--- config.mk ---
export PLATFORM = sky130hd
export DESIGN_NAME = c_subset_lexer
export DESIGN_NICKNAME = d
export VERILOG_FILES = /design/src/rtl/clex_pkg.sv /design/src/rtl/clex_step.sv /design/src/rtl/clex_fifo.sv /design/src/rtl/c_subset_lexer.sv
export SDC_FILE = /design/constraint.sdc
export NUM_CORES = 1
export LEC_CHECK = 0
export BUFFER_PORTS_ARGS = -buffer_cell sky130_fd_sc_hd__buf_4
export CELL_PAD_IN_SITES_DETAIL_PLACEMENT = 1
export CELL_PAD_IN_SITES_GLOBAL_PLACEMENT = 2
export CORE_MARGIN = 10
export CORE_UTILIZATION = 40
export CTS_CLUSTER_DIAMETER = 150
export DETAILED_ROUTE_END_ITERATION = 12
export PLACE_DENSITY = 0.75
export SETUP_SLACK_MARGIN = 0.05
export SYNTH_ARGS = -nofsm -noshare
export SYNTH_HDL_FRONTEND = slang
export SYNTH_HIERARCHICAL = 1
export SYNTH_SLANG_ARGS = --single-unit
--- constraint.sdc ---
create_clock -name clk -period 7.3 [get_ports clk]
set_input_delay 0.365 -clock clk [delete_from_list [all_inputs] [get_ports clk]]
set_output_delay 0.365 -clock clk [all_outputs]
set_load 0.01 [all_outputs]
--- src/rtl/clex_pkg.sv ---
// Shared types, constants and helper functions for the C subset lexer.
// No dependencies; compiled before every other file of the block.
package clex_pkg;

    localparam int POSITION_WIDTH = 24;
    localparam int LENGTH_WIDTH   = 16;
    localparam int KEYWORD_CHARS  = 6;

    localparam int LINE_W  = 24;
    localparam int VALUE_W = 31;
    localparam int KIND_W  = 5;
    localparam int PFX_IDX_W = $clog2(KEYWORD_CHARS);

    localparam logic [VALUE_W-1:0] VALUE_LIMIT = 31'h7FFF_FFFF;

    localparam int FIFO_DEPTH = 4;
    localparam int FIFO_PTR_W = $clog2(FIFO_DEPTH);
    localparam int FIFO_CNT_W = $clog2(FIFO_DEPTH + 1);

    localparam logic [7:0] CH_NUL = 8'h00;

    typedef enum logic [KIND_W-1:0] {
        K_EOF    = 5'd0,
        K_ERROR  = 5'd1,
        K_IDENT  = 5'd2,
        K_NUMBER = 5'd3,
        K_LPAREN = 5'd4,
        K_RPAREN = 5'd5,
        K_LBRACE = 5'd6,
        K_RBRACE = 5'd7,
        K_SEMI   = 5'd8,
        K_COMMA  = 5'd9,
        K_PLUS   = 5'd10,
        K_MINUS  = 5'd11,
        K_STAR   = 5'd12,
        K_SLASH  = 5'd13,
        K_BANG   = 5'd14,
        K_NE     = 5'd15,
        K_ASSIGN = 5'd16,
        K_EQ     = 5'd17,
        K_LT     = 5'd18,
        K_LE     = 5'd19,
        K_GT     = 5'd20,
        K_GE     = 5'd21,
        K_IF     = 5'd22,
        K_ELSE   = 5'd23,
        K_INT    = 5'd24,
        K_WHILE  = 5'd25,
        K_RETURN = 5'd26
    } kind_t;

    typedef enum logic [1:0] {
        OP_BANG    = 2'd0,
        OP_ASSIGN  = 2'd1,
        OP_LESS    = 2'd2,
        OP_GREATER = 2'd3
    } op_t;

    typedef logic [KEYWORD_CHARS-1:0][7:0] prefix_t;

    typedef struct packed {
        kind_t                     kind;
        logic [POSITION_WIDTH-1:0] start;
        logic [LENGTH_WIDTH-1:0]   length;
        logic [LINE_W-1:0]         line;
        logic [VALUE_W-1:0]        value;
        logic                      last;
    } tok_t;

    // Up to two tokens produced by one byte, oldest in tok0.
    typedef struct packed {
        tok_t       tok0;
        tok_t       tok1;
        logic [1:0] count;
    } emit_t;

    function automatic tok_t make_tok(
        input kind_t                     kind,
        input logic [POSITION_WIDTH-1:0] start,
        input logic [LENGTH_WIDTH-1:0]   length,
        input logic [LINE_W-1:0]         line,
        input logic [VALUE_W-1:0]        value
    );
        tok_t t;
        t.kind   = kind;
        t.start  = start;
        t.length = length;
        t.line   = line;
        t.value  = value;
        t.last   = 1'b0;
        return t;
    endfunction

    function automatic logic is_letter(input logic [7:0] c);
        return ((c >= "A") && (c <= "Z")) || ((c >= "a") && (c <= "z"));
    endfunction

    function automatic logic is_digit(input logic [7:0] c);
        return (c >= "0") && (c <= "9");
    endfunction

    // The stored prefix holds the first characters of the word; only the
    // first len of them are meaningful, and len must match exactly.
    function automatic kind_t word_kind(
        input prefix_t                 p,
        input logic [LENGTH_WIDTH-1:0] len
    );
        kind_t k;
        k = K_IDENT;
        if ((len == LENGTH_WIDTH'(2)) && ({p[0], p[1]} == "if")) begin
            k = K_IF;
        end
        else if ((len == LENGTH_WIDTH'(4)) && ({p[0], p[1], p[2], p[3]} == "else")) begin
            k = K_ELSE;
        end
        else if ((len == LENGTH_WIDTH'(3)) && ({p[0], p[1], p[2]} == "int")) begin
            k = K_INT;
        end
        else if ((len == LENGTH_WIDTH'(5)) &&
                 ({p[0], p[1], p[2], p[3], p[4]} == "while")) begin
            k = K_WHILE;
        end
        else if ((len == LENGTH_WIDTH'(6)) &&
                 ({p[0], p[1], p[2], p[3], p[4], p[5]} == "return")) begin
            k = K_RETURN;
        end
        return k;
    endfunction

    function automatic kind_t op_kind(input op_t op, input logic two);
        kind_t k;
        case (op)
            OP_BANG:   k = two ? K_NE : K_BANG;
            OP_ASSIGN: k = two ? K_EQ : K_ASSIGN;
            OP_LESS:   k = two ? K_LE : K_LT;
            default:   k = two ? K_GE : K_GT;
        endcase
        return k;
    endfunction

endpackage

--- src/rtl/clex_step.sv ---
// Scanner state and the per-byte next-state and token logic of the lexer.
// Depends on clex_pkg for token types, constants and helper functions.
module clex_step (
    input  logic                 clk,
    input  logic                 rst_n,
    input  logic                 fire,
    input  logic [7:0]           char_code,
    output clex_pkg::emit_t      emit
);
    import clex_pkg::*;

    typedef enum logic [5:0] {
        MODE_IDLE    = 6'b000001,
        MODE_WORD    = 6'b000010,
        MODE_NUM     = 6'b000100,
        MODE_SLASH   = 6'b001000,
        MODE_COMMENT = 6'b010000,
        MODE_OP      = 6'b100000
    } mode_t;

    typedef struct packed {
        mode_t                     mode;
        logic [POSITION_WIDTH-1:0] pos;
        logic [POSITION_WIDTH-1:0] begin_pos;
        logic [LENGTH_WIDTH-1:0]   len;
        logic [LINE_W-1:0]         line;
        logic [VALUE_W-1:0]        acc;
        logic                      digits_done;
        op_t                       op;
    } scan_t;

    localparam scan_t SCAN_RESET = '{
        mode:        MODE_IDLE,
        pos:         '0,
        begin_pos:   '0,
        len:         '0,
        line:        LINE_W'(1),
        acc:         '0,
        digits_done: 1'b0,
        op:          OP_BANG
    };

    scan_t   st_reg, st_next;
    prefix_t pfx_reg, pfx_next;

    logic [POSITION_WIDTH-1:0] pos_inc;
    logic [LENGTH_WIDTH-1:0]   len_inc;
    logic [LINE_W-1:0]         line_inc;
    logic [VALUE_W+3:0]        acc_wide;
    logic [VALUE_W-1:0]        acc_step;
    logic                      run_idle;
    logic                      a_hit, b_hit;
    tok_t                      tok_a, tok_b;

    assign pos_inc  = st_reg.pos + POSITION_WIDTH'(1);
    assign len_inc  = (st_reg.len == '1) ? st_reg.len : st_reg.len + LENGTH_WIDTH'(1);
    assign line_inc = (st_reg.line == '1) ? st_reg.line : st_reg.line + LINE_W'(1);

    // acc * 10 + digit as two shifts and adds; saturate beyond the value limit.
    assign acc_wide = ({4'b0, st_reg.acc} << 3) + ({4'b0, st_reg.acc} << 1)
                    + (VALUE_W + 4)'(char_code[3:0] - 4'd0);
    assign acc_step = (acc_wide > {4'b0, VALUE_LIMIT}) ? VALUE_LIMIT : acc_wide[VALUE_W-1:0];

    always_comb
    begin
        st_next  = st_reg;
        pfx_next = pfx_reg;
        run_idle = 1'b0;
        a_hit    = 1'b0;
        b_hit    = 1'b0;
        tok_a    = '0;
        tok_b    = '0;

        // First pass: the pending token, if any, either absorbs the byte or
        // is closed and the byte is then scanned as if between tokens.
        case (st_reg.mode)
            MODE_WORD:
            begin
                if (is_letter(char_code) || is_digit(char_code) || (char_code == "_")) begin
                    if (st_reg.len < LENGTH_WIDTH'(KEYWORD_CHARS)) begin
                        pfx_next[st_reg.len[PFX_IDX_W-1:0]] = char_code;
                    end
                    st_next.len = len_inc;
                    st_next.pos = pos_inc;
                end
                else begin
                    a_hit    = 1'b1;
                    tok_a    = make_tok(word_kind(pfx_reg, st_reg.len), st_reg.begin_pos,
                                        st_reg.len, st_reg.line, '0);
                    run_idle = 1'b1;
                end
            end
            MODE_NUM:
            begin
                if (is_letter(char_code) || is_digit(char_code)) begin
                    if (is_digit(char_code) && !st_reg.digits_done) begin
                        st_next.acc = acc_step;
                    end
                    else begin
                        st_next.digits_done = 1'b1;
                    end
                    st_next.len = len_inc;
                    st_next.pos = pos_inc;
                end
                else begin
                    a_hit    = 1'b1;
                    tok_a    = make_tok(K_NUMBER, st_reg.begin_pos, st_reg.len,
                                        st_reg.line, st_reg.acc);
                    run_idle = 1'b1;
                end
            end
            MODE_SLASH:
            begin
                if (char_code == "/") begin
                    st_next.mode = MODE_COMMENT;
                    st_next.pos  = pos_inc;
                end
                else begin
                    a_hit    = 1'b1;
                    tok_a    = make_tok(K_SLASH, st_reg.begin_pos, LENGTH_WIDTH'(1),
                                        st_reg.line, '0);
                    run_idle = 1'b1;
                end
            end
            MODE_COMMENT:
            begin
                if ((char_code == CH_NUL) || (char_code == "\n")) begin
                    run_idle = 1'b1;
                end
                else begin
                    st_next.pos = pos_inc;
                end
            end
            MODE_OP:
            begin
                a_hit = 1'b1;
                if (char_code == "=") begin
                    tok_a        = make_tok(op_kind(st_reg.op, 1'b1), st_reg.begin_pos,
                                            LENGTH_WIDTH'(2), st_reg.line, '0);
                    st_next.mode = MODE_IDLE;
                    st_next.pos  = pos_inc;
                end
                else begin
                    tok_a    = make_tok(op_kind(st_reg.op, 1'b0), st_reg.begin_pos,
                                        LENGTH_WIDTH'(1), st_reg.line, '0);
                    run_idle = 1'b1;
                end
            end
            default:
            begin
                run_idle = 1'b1;
            end
        endcase

        // Second pass: the byte seen between tokens. The first pass never
        // moves position or line, so this works from the registered values.
        if (run_idle) begin
            st_next.mode = MODE_IDLE;
            st_next.pos  = pos_inc;
            case (char_code)
                CH_NUL:
                begin
                    b_hit        = 1'b1;
                    tok_b        = make_tok(K_EOF, st_reg.pos, '0, st_reg.line, '0);
                    st_next.pos  = '0;
                    st_next.line = LINE_W'(1);
                end
                " ", "\t", "\r":
                begin
                end
                "\n":
                begin
                    st_next.line = line_inc;
                end
                "/":
                begin
                    st_next.begin_pos = st_reg.pos;
                    st_next.mode      = MODE_SLASH;
                end
                "!", "=", "<", ">":
                begin
                    st_next.begin_pos = st_reg.pos;
                    st_next.mode      = MODE_OP;
                    case (char_code)
                        "!":     st_next.op = OP_BANG;
                        "=":     st_next.op = OP_ASSIGN;
                        "<":     st_next.op = OP_LESS;
                        default: st_next.op = OP_GREATER;
                    endcase
                end
                "(":
                begin
                    b_hit = 1'b1;
                    tok_b = make_tok(K_LPAREN, st_reg.pos, LENGTH_WIDTH'(1), st_reg.line, '0);
                end
                ")":
                begin
                    b_hit = 1'b1;
                    tok_b = make_tok(K_RPAREN, st_reg.pos, LENGTH_WIDTH'(1), st_reg.line, '0);
                end
                "{":
                begin
                    b_hit = 1'b1;
                    tok_b = make_tok(K_LBRACE, st_reg.pos, LENGTH_WIDTH'(1), st_reg.line, '0);
                end
                "}":
                begin
                    b_hit = 1'b1;
                    tok_b = make_tok(K_RBRACE, st_reg.pos, LENGTH_WIDTH'(1), st_reg.line, '0);
                end
                ";":
                begin
                    b_hit = 1'b1;
                    tok_b = make_tok(K_SEMI, st_reg.pos, LENGTH_WIDTH'(1), st_reg.line, '0);
                end
                ",":
                begin
                    b_hit = 1'b1;
                    tok_b = make_tok(K_COMMA, st_reg.pos, LENGTH_WIDTH'(1), st_reg.line, '0);
                end
                "+":
                begin
                    b_hit = 1'b1;
                    tok_b = make_tok(K_PLUS, st_reg.pos, LENGTH_WIDTH'(1), st_reg.line, '0);
                end
                "-":
                begin
                    b_hit = 1'b1;
                    tok_b = make_tok(K_MINUS, st_reg.pos, LENGTH_WIDTH'(1), st_reg.line, '0);
                end
                "*":
                begin
                    b_hit = 1'b1;
                    tok_b = make_tok(K_STAR, st_reg.pos, LENGTH_WIDTH'(1), st_reg.line, '0);
                end
                default:
                begin
                    if (is_letter(char_code) || (char_code == "_")) begin
                        st_next.begin_pos = st_reg.pos;
                        st_next.len       = LENGTH_WIDTH'(1);
                        st_next.mode      = MODE_WORD;
                        pfx_next[0]       = char_code;
                    end
                    else if (is_digit(char_code)) begin
                        st_next.begin_pos   = st_reg.pos;
                        st_next.len         = LENGTH_WIDTH'(1);
                        st_next.acc         = VALUE_W'(char_code[3:0]);
                        st_next.digits_done = 1'b0;
                        st_next.mode        = MODE_NUM;
                    end
                    else begin
                        b_hit = 1'b1;
                        tok_b = make_tok(K_ERROR, st_reg.pos, LENGTH_WIDTH'(1), st_reg.line,
                                         VALUE_W'(char_code));
                    end
                end
            endcase
        end

        emit.count     = {1'b0, a_hit} + {1'b0, b_hit};
        emit.tok0      = a_hit ? tok_a : tok_b;
        emit.tok0.last = !(a_hit && b_hit);
        emit.tok1      = tok_b;
        emit.tok1.last = 1'b1;
    end

    always_ff @(posedge clk or negedge rst_n)
    begin
        if (!rst_n) begin
            st_reg <= SCAN_RESET;
        end
        else if (fire) begin
            st_reg <= st_next;
        end
    end

    always_ff @(posedge clk)
    begin
        if (fire) begin
            pfx_reg <= pfx_next;
        end
    end

endmodule

--- src/rtl/clex_fifo.sv ---
// Small token queue that takes up to two tokens a cycle and gives one.
// Depends on clex_pkg for the token and emit types.
module clex_fifo (
    input  logic                              clk,
    input  logic                              rst_n,
    input  logic                              push,
    input  clex_pkg::emit_t                   wr,
    input  logic                              pop,
    output clex_pkg::tok_t                    head,
    output logic [clex_pkg::FIFO_CNT_W-1:0]   count
);
    import clex_pkg::*;

    tok_t                  mem_reg [FIFO_DEPTH];
    logic [FIFO_PTR_W-1:0] wptr_reg, wptr_next;
    logic [FIFO_PTR_W-1:0] rptr_reg, rptr_next;
    logic [FIFO_CNT_W-1:0] count_reg, count_next;
    logic [1:0]            n_wr;

    assign n_wr       = push ? wr.count : 2'd0;
    assign wptr_next  = wptr_reg + FIFO_PTR_W'(n_wr);
    assign rptr_next  = rptr_reg + FIFO_PTR_W'(pop);
    assign count_next = count_reg + FIFO_CNT_W'(n_wr) - FIFO_CNT_W'(pop);

    assign head  = mem_reg[rptr_reg];
    assign count = count_reg;

    always_ff @(posedge clk)
    begin
        if (n_wr != 2'd0) begin
            mem_reg[wptr_reg] <= wr.tok0;
        end
        if (n_wr == 2'd2) begin
            mem_reg[wptr_reg + FIFO_PTR_W'(1)] <= wr.tok1;
        end
    end

    always_ff @(posedge clk or negedge rst_n)
    begin
        if (!rst_n) begin
            wptr_reg  <= '0;
            rptr_reg  <= '0;
            count_reg <= '0;
        end
        else begin
            wptr_reg  <= wptr_next;
            rptr_reg  <= rptr_next;
            count_reg <= count_next;
        end
    end

endmodule

--- src/rtl/c_subset_lexer.sv ---
// An accepted byte waits in the input register until the token queue has room; it is then
// scanned, and its first token is on the output port once it is written into the queue.
// One byte per cycle in while the queue has room, one token per cycle out while token_stall is low;
// bytes that close a pending token and yield one of their own stall the input once the queue fills.
// Reset (rst_n low, asynchronous): position 0, line 1, scanner between tokens, queue empty.
// Depends on clex_pkg, clex_step and clex_fifo.
module c_subset_lexer (
    input  logic                                clk,
    input  logic                                rst_n,
    input  logic                                char_valid,
    output logic                                char_stall,
    input  logic [7:0]                          char_code,
    output logic                                token_valid,
    input  logic                                token_stall,
    output logic [clex_pkg::KIND_W-1:0]         token_kind,
    output logic [clex_pkg::POSITION_WIDTH-1:0] token_start,
    output logic [clex_pkg::LENGTH_WIDTH-1:0]   token_length,
    output logic [clex_pkg::LINE_W-1:0]         line_number,
    output logic [clex_pkg::VALUE_W-1:0]        token_value,
    output logic                                last_of_run
);
    import clex_pkg::*;

    // The input register holds one byte. It is scanned as soon as the token
    // queue has room for the two tokens that a byte can give at most, so the
    // scanner state advances exactly once per accepted item.
    logic                  in_valid_reg, in_valid_next;
    logic [7:0]            in_char_reg;
    logic                  room;
    logic                  fire;
    logic                  accept;
    logic                  pop;
    emit_t                 emit;
    tok_t                  head;
    logic [FIFO_CNT_W-1:0] q_count;

    assign room       = q_count <= FIFO_CNT_W'(FIFO_DEPTH - 2);
    assign fire       = in_valid_reg && room;
    assign char_stall = in_valid_reg && !room;
    assign accept     = char_valid && !char_stall;

    always_comb
    begin
        in_valid_next = in_valid_reg;
        if (accept) begin
            in_valid_next = 1'b1;
        end
        else if (fire) begin
            in_valid_next = 1'b0;
        end
    end

    always_ff @(posedge clk or negedge rst_n)
    begin
        if (!rst_n) begin
            in_valid_reg <= 1'b0;
        end
        else begin
            in_valid_reg <= in_valid_next;
        end
    end

    always_ff @(posedge clk)
    begin
        if (accept) begin
            in_char_reg <= char_code;
        end
    end

    // Scanner: the pending-token state and the per-byte decision logic.
    clex_step u_step (
        .clk       (clk),
        .rst_n     (rst_n),
        .fire      (fire),
        .char_code (in_char_reg),
        .emit      (emit)
    );

    // Result queue: tokens leave in order, one per output handshake, and the
    // queue head drives the output ports straight from registers.
    clex_fifo u_fifo (
        .clk   (clk),
        .rst_n (rst_n),
        .push  (fire),
        .wr    (emit),
        .pop   (pop),
        .head  (head),
        .count (q_count)
    );

    assign token_valid  = q_count != '0;
    assign pop          = token_valid && !token_stall;
    assign token_kind   = head.kind;
    assign token_start  = head.start;
    assign token_length = head.length;
    assign line_number  = head.line;
    assign token_value  = head.value;
    assign last_of_run  = head.last;

    // The queue never holds more tokens than it has entries.
    a_queue_bound: assert property (@(posedge clk) disable iff (!rst_n)
        q_count <= FIFO_CNT_W'(FIFO_DEPTH))
        else $error("token queue count beyond its depth");

    // A scanned byte never yields more than two tokens.
    a_emit_count: assert property (@(posedge clk) disable iff (!rst_n)
        fire |-> (emit.count != 2'd3))
        else $error("scanner produced more than two tokens");

    // The queue count follows exactly what was written and taken.
    a_queue_track: assert property (@(posedge clk) disable iff (!rst_n)
        $past(rst_n) |-> (q_count == $past(q_count)
                          + FIFO_CNT_W'($past(fire) ? $past(emit.count) : 2'd0)
                          - FIFO_CNT_W'($past(pop))))
        else $error("token queue count out of step");

    // End-of-text tokens are empty and error tokens are one byte wide.
    a_tok_shape: assert property (@(posedge clk) disable iff (!rst_n)
        token_valid |-> ((head.kind != K_EOF) || (head.length == '0)) &&
                        ((head.kind != K_ERROR) || (head.length == LENGTH_WIDTH'(1))))
        else $error("malformed end or error token");

    // When a byte yields two tokens, only the second closes the run.
    a_last_flag: assert property (@(posedge clk) disable iff (!rst_n)
        (fire && (emit.count == 2'd2)) |-> (!emit.tok0.last && emit.tok1.last))
        else $error("last-of-run flag misplaced");

endmodule

Word level (Yosys, flattened, before mapping)
Memory sizes are Yosys's and may differ from the RTL's.
Cells that the tools add are included.
{"block": "op_classes", "n_addsub": 11, "multipliers": 0, "div_mod_pow": 0, "order_cmp": 11, "n_eq_ne": 45, "n_shift": 0, "n_mux": 76, "n_bitwise": 1, "reduce_logical": 46}
{"op": "101-bit one-hot mux with 11 select lines", "count": 1}
{"op": "101-bit 2-to-1 mux", "count": 4}
{"op": "101-bit one-hot mux with 4 select lines", "count": 1}
{"op": "97-bit 2-to-1 mux", "count": 2}
{"op": "32-bit 2-to-1 mux", "count": 5}
{"op": "128-bit 2-to-1 mux", "count": 1}
{"op": "24-bit 2-to-1 mux", "count": 5}
{"op": "24-bit one-hot mux with 5 select lines", "count": 1}
{"op": "8-bit by 6-bit equality test with 1-bit output (second input constant)", "count": 13}
{"op": "100-bit 2-to-1 mux", "count": 1}
{"op": "98-bit 2-to-1 mux", "count": 1}
{"op": "24-bit one-hot mux with 2 select lines", "count": 2}
{"op": "40-bit 2-to-1 mux", "count": 2}
{"op": "16-bit 2-to-1 mux", "count": 4}
{"op": "31-bit 2-to-1 mux", "count": 2}
{"op": "30-bit 2-to-1 mux", "count": 2}
{"op": "8-bit 2-to-1 mux", "count": 7}
{"op": "24-bit by 1-bit adder with 24-bit output (second input constant)", "count": 2}
{"op": "48-bit bitwise mux", "count": 1}
{"op": "16-bit by 3-bit equality test with 1-bit output (second input constant)", "count": 3}
{"op": "48-bit by 47-bit equality test with 1-bit output (second input constant)", "count": 1}
{"op": "40-bit by 39-bit equality test with 1-bit output (second input constant)", "count": 1}
{"op": "34-bit by 32-bit adder with 35-bit output", "count": 1}
{"op": "35-bit by 4-bit adder with 35-bit output", "count": 1}
{"op": "other kinds (66)", "count": 126}
{"block": "totals", "reg_bits": 192, "latchBits": 0, "ram_bits": 404, "mem_bits_ro": 0, "inputBits": 12, "output_inout_bits": 103, "wordCells": 210, "mem_count": 1}
{"memory": "u_fifo.mem_reg", "depth": 4, "word_bits": 101, "rd": 1, "rd_clocked_by_memory_dff": 0, "write_ports": 2, "line": "clex_fifo.sv:14", "rtl": "tok_t mem_reg [FIFO_DEPTH];"}

Depth between registers and ports, before layout
{"block": "depth", "depth_word": 13, "mapped_depth": 17, "depth_no_buf": 14}

By module
Netlist, hierarchy kept.
{"module": "clex_fifo", "n_inst": 1, "cells_each": 1022, "area_each_um2": 20200.6, "seq_area_each_um2": 12306.8}
{"module": "clex_step", "n_inst": 1, "cells_each": 1346, "area_each_um2": 12585.8, "seq_area_each_um2": 4647.0}
{"module": "c_subset_lexer", "n_inst": 1, "cells_each": 17, "area_each_um2": 324.1, "seq_area_each_um2": 265.3}

Worst setup path before layout
No wires, ideal clock.
{"block": "synth_timing", "path_kind": "register -> register", "startpoint": "register in_char_reg[4]", "endpoint": "memory u_fifo/mem_reg[1][0] (netlist name) (enable)", "setup_ps": 562, "arrival_time_ps": 7034, "required_time_ps": 6738, "setup_slack_ps": -296, "stages_incl_launch_ff": 12, "n_path_buf": 2, "period_less_slack_ps": 7596, "cell_sequence": "edfxtp_1 > buf_2 > or4b_4 > o211ai_2 > o2111ai_1 > a211o_2 > nor3b_2 > clkbuf_1 > ha_1 > and2_1 > o21ai_0 > nor2_1"}
{"element": "start, declared", "line": "c_subset_lexer.sv:28", "rtl": "logic [7:0] in_char_reg;"}
{"element": "start signal, assigned", "line": "c_subset_lexer.sv:66", "rtl": "in_char_reg <= char_code;"}
{"element": "end, declared", "line": "clex_fifo.sv:14"}

==> metrics <==
Ys Warns 6; CP Data Required Time 7650 ps; Clock Sinks 596; clk slew on worst S/H paths 60 ps; grt total ovfl 0; Chip Height 308 um; Max Fclk 0.191 GHz; synth top area cells edfxtp_1 42%, mux2_2 12%, dfrtp_1 10%; # port buffers 114; CP Class reg2reg; Detail Route Antenna Nets 0; worst clock skew 26.8 ps; crit path launch type flop; DR iter-0 viols 1,297; leakage 14.6 nW; Max Cap Viol 0; initial antenna violation count 1; I/O pin count 115; Max stage delay on crit path 710 ps; total power 11.7 mW; first-pass GRT wire length 142,000 um; worst vdd ir 0.198 mV; worst hold path class in2reg; Worst-Skew Late Latency 610 ps; CP max FO 35; Least-Margin Pin Slew 1380 ps; htree depth 3; min Tclk post-route 5230 ps; core region area 82,100 um^2; Die X 308 um; setup TNS 0 ps; CP endpoint u_fifo/mem_reg[0][59]; area share of the largest cell type after synthesis 0.417; Placed Cells 3,478; Unique masters post-synth 109; synthesized area 33,100 um^2; area delta synth->final 11.9%; Starting Density 0.403; Post-synth top cells 460 x edfxtp_1, 350 x mux2_2, 134 x dfrtp_1, 115 x nor2_1, 101 x mux4_2; crit path DAT 5580 ps; number of flip-flops in the largest register 404; leading area contributor after synthesis edfxtp_1; Worst R2R Start in_char_reg[3]; register area share after synthesis 0.520; global placer's final weighted congestion 0.870; Non-Filler Instances 3,608; # setup viols final 0; number of global-route vias before repair 22,900; Pwr Density 315 nW/um^2; root buffer cell clkbuf_16; via-per-instance ratio 5.74; Final Hold Vio Count 0; post-detail-place hpwl 58,900 um; worst path cell trace buf_4 > nand4_2 > nor4_2 > o21ai_1 > a211o_2 > nor3b_4 > ha_1 > nand3b_1 > nor2_4 > buf_12 > mux2_2; reg-to-reg endpoint u_fifo/mem_reg[0][59]; DRT Wirelength 91,300 um; post-CTS setup buffer count 0; DR WL/cell 25.3 um; Crit. End Element flop; # diodes 0; full die area 94,700 um^2; largest net degree at the start of global routing 102; Num CTS Buffers 66; Post-Syn Area per Cell 13.9 um^2; max_slew headroom 0.0724; Reg2Reg Setup Slack 2070 ps; Pre-antenna DRT Iters 5; ys flop type edfxtp_1; via count 20,700; drt drc 0; outcome finished clean; nets@finish 2,574; Max Slew Vio Count 0; GR Util All Layers 0.192; dpl ws 2100 ps; CP startpoint in_char_reg[3]; period utilization 0.717; Util after Layout 0.451; CTS max path bufs 3; number of register bits inferred by synthesis 596; gate count of the mapped netlist 2,385; RSZ-0062 raised after global routing false; worst r2r path cells 11; share of cells above drive strength 1 0.335; Crit-path slowest cell nor2_4; Post-synth EDFFs 460; TritonCTS clock tree yes; count leader, synth edfxtp_1; FP Rows 105; Post-synth ARST share 0.228; setup slack after layout 2070 ps
-- logic make-up after synthesis --
kind of cell | share of synthesized area
other cells | 0.000227
buf+inv | 0.0379
flops | 0.520
mux | 0.237
simple gates | 0.0993
xor+xnor | 0.0180
compound gates | 0.0586
fa+ha+maj | 0.0294
-- cell type report --
type	instances	area [um^2]
Fill cell	8263	45100
Sequential cell	596	17200
Multi-Input combinational cell	1616	14800
Clock buffer	91	1820
Timing Repair Buffer	165	1430
Tap cell	1070	1340
Clock inverter	29	243
Inverter	41	154
-- metal layers --
metal	share of wire	GRT usage	wire, um
met1	0.43	0.239	38800
met2	0.53	0.350	48000
met3	0.032	0.0216	2970
met4	0.016	0.0485	1500
met5	0.00014	0	13
-- worst max-delay path: cells and delay by family, from the launching register on --
family / cells / cell delay (ps)
simple gates: 5 / 1950
compound gates: 2 / 880
buf+inv: 2 / 680
fa+ha+maj: 1 / 400
flops: 1 / 620
mux: 1 / 380
-- repair_timing --
action	CTS	global route
setup endpoints to repair	0	0
hold buffers	10	0
gates resized for setup	0	0
endpoints found under the hold margin	73	0
-- report_power, final --
group | internal [mW] | leakage (nW) | switching, mW
combinational | 1.66 | 7.49 | 2.12
clock | 1.86 | 1.01 | 1.38
sequential | 4.31 | 6.11 | 0.357
total | 7.82 | 14.6 | 3.85
-- cells in the final DEF, fill, tap and decap left out, types with 20 or more instances in the layout --
| cell type | netlist | final |
|---|---|---|
| a21oi_1 | 63 | 63 |
| a221o_1 | 23 | 23 |
| and2_1 | 94 | 92 |
| and3_1 | 56 | 56 |
| buf_4 | 44 | 141 |
| clkbuf_16 | 0 | 67 |
| conb_1 | 2 | 40 |
| dfrtp_1 | 134 | 132 |
| edfxtp_1 | 460 | 460 |
| ha_1 | 73 | 73 |
| inv_1 | 41 | 41 |
| mux2_1 | 20 | 20 |
| mux2_2 | 350 | 350 |
| mux2_4 | 90 | 90 |
| mux4_2 | 101 | 101 |
| nand2_1 | 97 | 97 |
| nand3_1 | 51 | 51 |
| nand4_1 | 26 | 26 |
| nor2_1 | 115 | 109 |
| nor3_1 | 43 | 43 |
| o21ai_0 | 40 | 40 |
| xnor2_1 | 32 | 32 |
| xor2_1 | 36 | 36 |
-- how the worst min path moves through the flow --
| stage | start | end | slack [ps] | cells past startpoint |
|---|---|---|---|---|
| 3_3_place_gp | rst_n | u_step/st_reg[88] | 440 | 1 |
| 5_1_grt | token_stall | u_fifo/rptr_reg[0] | 210 | 3 |
| 3_5_place_dp | rst_n | u_step/st_reg[87] | 440 | 1 |
| 4_1_cts | token_stall | u_fifo/rptr_reg[0] | 170 | 3 |
| 6_report | token_stall | u_fifo/rptr_reg[0] | 200 | 3 |
| 2_1_floorplan | rst_n | in_valid_reg | 70 | 0 |
-- stage by stage --
| stage | hold slack (ps) | area, um^2 |
|---|---|---|
| 6_report | 202 | 37100 |
| 5_1_grt | 208 | 37100 |
| 4_1_cts | 172 | 37100 |
| 3_5_place_dp | 444 | 34900 |
| 3_3_place_gp | 438 | 34900 |
| 2_1_floorplan | 69.4 | 33300 |
Power figures use the tool's default switching activity.
